[src/sv/dual_channel_sample_ring_buffer_unit_macros.svh]
// Assertion macros for the dual channel sample ring buffer.
// Used by the top level; expects signals named clk and rst in scope.
`ifndef DUAL_CHANNEL_SAMPLE_RING_BUFFER_UNIT_MACROS_SVH
`define DUAL_CHANNEL_SAMPLE_RING_BUFFER_UNIT_MACROS_SVH

// Checks that cons holds in the same cycle as ante.
`define DCSRB_ASSERT_NOW(label, ante, cons, msg) \
  label: assert property (@(posedge clk) disable iff (rst) (ante) |-> (cons)) \
    else $error(msg);

// Checks that cons holds in the cycle after ante.
`define DCSRB_ASSERT_NEXT(label, ante, cons, msg) \
  label: assert property (@(posedge clk) disable iff (rst) (ante) |=> (cons)) \
    else $error(msg);

`endif

[src/sv/dcsrb_pkg.sv]
// Shared types, constants and pointer helpers for the sample ring buffer.
// No dependencies; used by every module of the block.
package dcsrb_pkg;

  localparam int DEPTH            = 32;
  localparam int PTR_W            = $clog2(DEPTH);
  localparam int SAMPLE_W         = 18;
  localparam int WORD_W           = 2 * SAMPLE_W;
  localparam int BYTE_W           = 8;
  localparam int OP_W             = 2;
  localparam int COUNT_W          = 5;
  localparam int SAMPLE_BYTES     = 6;
  localparam int PHASE_W          = 3;
  localparam int PARTIAL_W        = 40;

  typedef enum logic [OP_W-1:0] {
    OP_DATA  = 2'd0,
    OP_NEXT  = 2'd1,
    OP_FLUSH = 2'd2
  } op_t;

  typedef logic [PTR_W-1:0] ptr_t;

  typedef struct packed {
    logic                store;
    logic [SAMPLE_W-1:0] red;
    logic [SAMPLE_W-1:0] ir;
  } sample_t;

  function automatic ptr_t ptr_inc(ptr_t p);
    if (p == ptr_t'(DEPTH - 1)) begin
      return '0;
    end
    return p + 1'b1;
  endfunction

  function automatic ptr_t ring_count(ptr_t wr, ptr_t rd);
    logic [PTR_W:0] diff;
    diff = {1'b0, wr} - {1'b0, rd};
    if (diff[PTR_W]) begin
      diff = diff + (PTR_W + 1)'(DEPTH);
    end
    return diff[PTR_W-1:0];
  endfunction

endpackage

[src/sv/dual_channel_sample_ring_buffer_unit.sv]
// Top level of the dual channel sample ring buffer.
// Depends on dcsrb_pkg, dcsrb_unpack, dcsrb_mem and the assertion macro header.
//
// Usage: the input channel (in_valid, in_ready) carries one item per byte or
// command: operation 0 feeds a FIFO byte, 1 advances the read pointer when
// samples are available, 2 flushes both pointers and the byte phase. Every
// item yields exactly one result on the output channel (out_valid,
// out_ready): the available count, the red and infrared sample at the read
// pointer (zero when empty) and a flag that the item completed a sample.
// Timing: the edge that accepts the item updates the pointers, writes the sample
// memory and reads the entry at the new read pointer into the read stage; the
// output register takes the read data from there once the output is free.
// Throughput: one item per cycle, set by the single write and read port of
// the sample memory. When the receiver stalls, one more item is taken and
// held in the read stage; further items wait until the output is taken.
// Reset clears the pointers, byte phase and handshake state; the sample
// memory itself is not cleared.
`include "dual_channel_sample_ring_buffer_unit_macros.svh"

module dual_channel_sample_ring_buffer_unit (
  input  logic                           clk,
  input  logic                           rst,
  input  logic                           in_valid,
  output logic                           in_ready,
  input  logic [dcsrb_pkg::OP_W-1:0]     operation,
  input  logic [dcsrb_pkg::BYTE_W-1:0]   data_byte,
  output logic                           out_valid,
  input  logic                           out_ready,
  output logic [dcsrb_pkg::COUNT_W-1:0]  available_count,
  output logic [dcsrb_pkg::SAMPLE_W-1:0] red_value,
  output logic [dcsrb_pkg::SAMPLE_W-1:0] ir_value,
  output logic                           sample_stored
);
  import dcsrb_pkg::*;

  logic              accept;
  logic              step;
  logic              flush;
  sample_t           sample;
  ptr_t              wr_ptr;
  ptr_t              wr_ptr_next;
  ptr_t              rd_ptr;
  ptr_t              rd_ptr_next;
  ptr_t              cnt_next;
  logic              b_valid;
  logic              b_move;
  ptr_t              b_cnt;
  logic              b_stored;
  logic [WORD_W-1:0] rd_data;
  logic [COUNT_W+PTR_W-1:0] cnt_ext;

  assign accept = in_valid && in_ready;
  assign b_move = b_valid && (!out_valid || out_ready);
  assign in_ready = !b_valid || !out_valid || out_ready;

  always_comb begin
    step        = 1'b0;
    flush       = 1'b0;
    rd_ptr_next = rd_ptr;
    if (accept) begin
      case (op_t'(operation))
        OP_DATA: begin
          step = 1'b1;
        end
        OP_NEXT: begin
          if (ring_count(wr_ptr, rd_ptr) != '0) begin
            rd_ptr_next = ptr_inc(rd_ptr);
          end
        end
        OP_FLUSH: begin
          flush       = 1'b1;
          rd_ptr_next = '0;
        end
        default: begin
        end
      endcase
    end
  end

  always_comb begin
    wr_ptr_next = wr_ptr;
    if (flush) begin
      wr_ptr_next = '0;
    end else if (sample.store) begin
      wr_ptr_next = ptr_inc(wr_ptr);
    end
    cnt_next = ring_count(wr_ptr_next, rd_ptr_next);
  end

  dcsrb_unpack u_unpack (
    .clk       (clk),
    .rst       (rst),
    .step      (step),
    .flush     (flush),
    .data_byte (data_byte),
    .sample    (sample)
  );

  dcsrb_mem u_mem (
    .clk     (clk),
    .rst     (rst),
    .wr_en   (sample.store),
    .wr_addr (wr_ptr),
    .wr_data ({sample.red, sample.ir}),
    .rd_en   (accept),
    .rd_addr (rd_ptr_next),
    .rd_data (rd_data)
  );

  always_ff @(posedge clk) begin
    if (rst) begin
      wr_ptr  <= '0;
      rd_ptr  <= '0;
      b_valid <= 1'b0;
    end else begin
      wr_ptr <= wr_ptr_next;
      rd_ptr <= rd_ptr_next;
      if (accept) begin
        b_valid <= 1'b1;
      end else if (b_move) begin
        b_valid <= 1'b0;
      end
    end
  end

  always_ff @(posedge clk) begin
    if (accept) begin
      b_cnt    <= cnt_next;
      b_stored <= sample.store;
    end
  end

  assign cnt_ext = {{COUNT_W{1'b0}}, b_cnt};

  always_ff @(posedge clk) begin
    if (rst) begin
      out_valid <= 1'b0;
    end else if (b_move) begin
      out_valid <= 1'b1;
    end else if (out_ready) begin
      out_valid <= 1'b0;
    end
  end

  always_ff @(posedge clk) begin
    if (b_move) begin
      available_count <= cnt_ext[COUNT_W-1:0];
      sample_stored   <= b_stored;
      if (b_cnt != '0) begin
        red_value <= rd_data[SAMPLE_W +: SAMPLE_W];
        ir_value  <= rd_data[SAMPLE_W-1:0];
      end else begin
        red_value <= '0;
        ir_value  <= '0;
      end
    end
  end

  `DCSRB_ASSERT_NEXT(a_read_stage_moves, b_move, out_valid,
    "Read stage item did not reach the output register.")
  `DCSRB_ASSERT_NEXT(a_read_stage_holds, b_valid && out_valid && !out_ready,
    b_valid && $stable(b_cnt) && $stable(b_stored),
    "Read stage item changed while the output was stalled.")
  `DCSRB_ASSERT_NEXT(a_empty_reads_zero, b_move && (b_cnt == '0),
    (red_value == '0) && (ir_value == '0),
    "Empty ring produced a nonzero sample.")
  `DCSRB_ASSERT_NEXT(a_store_advances, sample.store, wr_ptr != $past(wr_ptr),
    "Stored sample did not advance the write pointer.")

endmodule

[src/sv/dcsrb_unpack.sv]
// Byte assembler: collects six bytes per sample and splits red and infrared.
// Depends on dcsrb_pkg.
module dcsrb_unpack (
  input  logic                           clk,
  input  logic                           rst,
  input  logic                           step,
  input  logic                           flush,
  input  logic [dcsrb_pkg::BYTE_W-1:0]   data_byte,
  output dcsrb_pkg::sample_t             sample
);
  import dcsrb_pkg::*;

  localparam logic [PHASE_W-1:0] PHASE_LAST = PHASE_W'(SAMPLE_BYTES - 1);

  logic [PHASE_W-1:0]   byte_phase;
  logic [PARTIAL_W-1:0] partial_bytes;

  always_comb begin
    sample.store = step && (byte_phase == PHASE_LAST);
    sample.red   = partial_bytes[2*BYTE_W +: SAMPLE_W];
    sample.ir    = {partial_bytes[SAMPLE_W-BYTE_W-1:0], data_byte};
  end

  always_ff @(posedge clk) begin
    if (rst || flush || sample.store) begin
      byte_phase    <= '0;
      partial_bytes <= '0;
    end else if (step) begin
      byte_phase    <= byte_phase + 1'b1;
      partial_bytes <= {partial_bytes[PARTIAL_W-BYTE_W-1:0], data_byte};
    end
  end

endmodule

[src/sv/dcsrb_mem.sv]
// Sample memory: one write and one registered read port, with write-to-read
// forwarding when both hit the same entry. Depends on dcsrb_pkg.
module dcsrb_mem (
  input  logic                         clk,
  input  logic                         rst,
  input  logic                         wr_en,
  input  dcsrb_pkg::ptr_t              wr_addr,
  input  logic [dcsrb_pkg::WORD_W-1:0] wr_data,
  input  logic                         rd_en,
  input  dcsrb_pkg::ptr_t              rd_addr,
  output logic [dcsrb_pkg::WORD_W-1:0] rd_data
);
  import dcsrb_pkg::*;

  logic [WORD_W-1:0] mem [DEPTH];
  logic [WORD_W-1:0] ram_q;
  logic [WORD_W-1:0] fwd_data;
  logic              fwd_hit;

  always_ff @(posedge clk) begin
    if (wr_en) begin
      mem[wr_addr] <= wr_data;
    end
    if (rd_en) begin
      ram_q    <= mem[rd_addr];
      fwd_data <= wr_data;
    end
  end

  always_ff @(posedge clk) begin
    if (rst) begin
      fwd_hit <= 1'b0;
    end else if (rd_en) begin
      fwd_hit <= wr_en && (wr_addr == rd_addr);
    end
  end

  assign rd_data = fwd_hit ? fwd_data : ram_q;

endmodule

[config.mk]
export PLATFORM = sky130hd
export DESIGN_NAME = dual_channel_sample_ring_buffer_unit
export DESIGN_NICKNAME = d
export VERILOG_FILES = /design/src/sv/dcsrb_pkg.sv /design/src/sv/dual_channel_sample_ring_buffer_unit.sv /design/src/sv/dcsrb_unpack.sv /design/src/sv/dcsrb_mem.sv
export VERILOG_INCLUDE_DIRS = /design/src /design/src/sv
export SDC_FILE = /design/constraint.sdc
export NUM_CORES = 1
export LEC_CHECK = 0
export BUFFER_PORTS_ARGS = -buffer_cell sky130_fd_sc_hd__buf_2
export CORE_MARGIN = 5
export CORE_UTILIZATION = 32
export DETAILED_ROUTE_END_ITERATION = 6
export PLACE_DENSITY = 0.49
export SLEW_MARGIN = 15
export SYNTH_ARGS = -nofsm -noshare
export SYNTH_HDL_FRONTEND = slang
export SYNTH_SLANG_ARGS = --single-unit
[constraint.sdc]
create_clock -name clk -period 9.4 [get_ports clk]
set_input_delay 0.47 -clock clk [delete_from_list [all_inputs] [get_ports clk]]
set_output_delay 0.47 -clock clk [all_outputs]
set_load 0.01 [all_outputs]
==> metrics.md <==
| Metric | Value |
|---|---|
| Warnings from Yosys | `0` |
| Sw frac | `19.8%` |
| Gate power share | `0.8%` |
| Pre-CTS setup slack | `3.83 ns` |
| Pins over their slew limit | `0` |
| Fmax | `181 MHz` |
| Vias in the first global route | `29,300` |
| CP Launch Point | `wr_ptr[3]` |
| Reg2reg end | `u_mem.ram_q[10]` |
| DP HPWL | `77,400 µm` |
| RR Startpoint | `wr_ptr[3]` |
| Synth unique cells | `60` |
| First-pass GRT wire length | `214,000 µm` |
| Total grt overflow | `0` |
| Nets | `3,637` |
| Largest net degree at the start of global routing | `163` |
| DR vias | `30,200` |
| Drc violations | `0` |
| Number of I/O port buffers | `57` |
| Worst VDD drop | `0.175 mV` |
| Ports | `58` |
| Reg2Reg Setup Slack | `3.89 ns` |
| ANT nets after route | `0` |
| Ys flop type | `edfxtp_1` |
| Drt total wl | `150,000 µm` |
| Initial DRC Count | `3,013` |
| FF+latch count, synth | `1,322` |
| Initial antenna violation count | `0` |
| Most common cell in the netlist | `edfxtp_1` |
| Clock sinks | `1,322` |
| HP Class | `in2reg` |
| Clock power share | `45.1%` |
| Non-Filler Instances | `5,785` |
| Initial DRT Pass Iterations | `5` |
| Yosys top cell by area | `edfxtp_1` |
| Share of layout cells above drive strength 1 | `11.6%` |
| Net Count, Synth | `3,569` |
| Placed cell areas | `0.0540 mm²` |
| Max FO, Critical Path | `88` |
| Status | `finished, final reports clean` |
| Worst path required time | `9.90 ns` |
| CTS root buf | `clkbuf_16` |
| Num CTS Buffers | `143` |
| Design area | `0.0584 mm²` |
| Worst-Margin Slew | `1.18 ns` |
| Post-CTS Setup Repair Bufs | `0` |
| PwrDens | `204 mW/mm²` |
| Fraction of registers with async set or reset after synthesis | `0%` |
| Fin crit share | `58.7%` |
| Path depth of the worst reg2reg path | `10` |
| Mean post-synth cell area | `14.5 µm²` |
| Clock Path Buffers | `3` |
| Seq pwr share | `54.1%` |
| Worst Path Arrival | `6.02 ns` |
| Mapped Cells | `3,534` |
| Skew final | `0.0211 ns` |
| Pint | `9.53 mW` |
| CTS H-tree lvls | `4` |
| Syn-to-layout area delta | `14.0%` |
| GP Congestion | `0.749` |
| Pleak | `18.7 nW` |
| RSZ-0062 raised after global routing | `no` |
| Final Hold Fails | `0` |
| CP Class | `reg2reg` |
| Critical Path Start Type | `register` |
| WL/cell | `25.9 µm` |
| Via density | `5.23` |
| Core Footprint | `0.159 mm²` |
| All-Layer GR Usage | `17.4%` |
| Die width | `410 µm` |
| Setup TNS | `0 ns` |
| Dpl cells | `5,528` |
| CTS Hold Buffers Added | `1` |
| # fillers | `14,900` |
| Sequential area share after synthesis | `76.5%` |
| Crit path capture | `u_mem.ram_q[10]` |
| Num rows | `146` |
| Worst skew pair latency | `0.76 ns` |
| Die area | `0.168 mm²` |
| EDFF count, synth | `1,272` |
| Critical path capture point type | `register` |
| Power, Total | `11.9 mW` |
| Starting Density | `32.3%` |
| Synth Cell Area | `0.0512 mm²` |
| Post-cts sizing count | `0` |
| Final Hold Slack | `0.0879 ns` |
| Synth top cells by count | `1,272 x edfxtp_1, 945 x nand2_1, 216 x a32oi_1, 188 x a21oi_1, 152 x nand3_1` |
| Fin util | `36.8%` |
| Final min period | `5.51 ns` |
| Min setup slack post-route | `3.89 ns` |
| Net Sw Power | `2.36 mW` |
| Final setup viols | `0` |
| Max-slew headroom | `21.5%` |
| Synth area leaders | `edfxtp_1 75%, nand2_1 6.9%, a32oi_1 3.7%, mux2i_1 2.1%, dfxtp_1 2.0%` |
| Synth top area share | `74.5%` |
| Clk slew on worst S/H paths | `0.06 ns` |
| CTS tree | `yes` |
| Max Cap Viol | `0` |
| DIE HEIGHT | `410 µm` |
-- cells in the final DEF (no fill, tap or decap), drive strengths merged, types with 2 or more instances in the layout --
master	Yosys	layout
buf	145	138
nand3b	6	6
and3	6	6
inv	20	22
or2	3	3
o22ai	37	37
nor3b	2	2
a21oi	188	188
mux2i	111	111
clkinv	0	50
nor2b	2	2
or3	3	3
o211ai	37	37
nand4	41	41
nor4b	5	5
nor2	117	117
a21o	2	2
ha	20	20
dfxtp	50	50
a32oi	216	216
a211o	2	2
nor4	40	40
bufinv	0	3
xnor2	8	8
edfxtp	1272	1272
nor3	6	6
xor2	5	5
or3b	3	3
nand2	946	946
o21ai	2	2
clkbuf	71	199
and2	2	2
nand3	153	153
-- cells by family after synthesis --
| kind of cell | synth area share (%) |
|---|---|
| AND/OR/NAND/NOR | 11.5 |
| flip-flops | 76.5 |
| AO/OA/AOI/OAI | 6.84 |
| buffers and inverters | 2.24 |
| multiplexers | 2.18 |
| adder cells (fa/ha/maj) | 0.527 |
| XOR/XNOR | 0.222 |
-- registers in the layout (all words and copies together), names as in the netlist --
name	cells
u_mem.mem	1152
u_unpack.partial_bytes	34
b_stored	1
available_count	5
sample_stored	1
u_mem.ram_q	36
out_valid	1
u_unpack.byte_phase	3
b_valid	1
rd_ptr	5
red_value	18
ir_value	18
u_mem.fwd_hit	1
wr_ptr	5
b_cnt	5
u_mem.fwd_data	36
-- final cells by class --
class / count / area (µm²) / share of cell area [%]
Multi-Input combinational cell: 1976 / 11200 / 19.1
Tap cell: 2072 / 2590 / 4.44
Clock inverter: 56 / 343 / 0.587
Clock buffer: 199 / 4080 / 6.99
Timing Repair Buffer: 139 / 916 / 1.57
Inverter: 20 / 97.6 / 0.167
Antenna cell: 1 / 2.50 / 0.00428
Sequential cell: 1322 / 39200 / 67.1
-- worst min-delay path by stage --
stage,from,endpoint,cells after the start
4_1_cts,rst,wr_ptr[1],2
6_report,rst,wr_ptr[1],2
3_5_place_dp,b_cnt[0],available_count[0],0
5_1_grt,rst,out_valid,2
2_1_floorplan,b_stored,sample_stored,0
3_3_place_gp,b_cnt[0],available_count[0],0
-- power groups by stage --
stage	registers [mW]	clock network, mW	logic (mW)
finish	6.43	5.36	0.0946
global route	6.43	5.73	0.103
CTS	6.43	5.48	0.0982
detailed placement	6.56	0	0.0978
global placement	6.56	0	0.0971
floorplan	6.56	0	0.0274
-- critical path: stages (launching register included) --
cell	delay (ns)
dfxtp_1	0.66
ha_1	0.38
nand4bb_1	0.21
mux2i_2	0.43
a211o_1	0.20
and3_4	0.72
buf_4	0.85
buf_4	0.89
a32oi_1	0.33
o211ai_1	0.38
nor4_2	0.07
-- layer usage --
layer | GRT usage (%) | vias to the layer above | share of wire [%]
met5 | 0 | - | 0
met4 | 4.43 | 0 | 2.1
met3 | 2.73 | 206 | 4.9
met2 | 29.3 | 809 | 49
met1 | 23.7 | 15700 | 44
li1 | - | 13500 | -
Power figures use the tool's default switching activity.
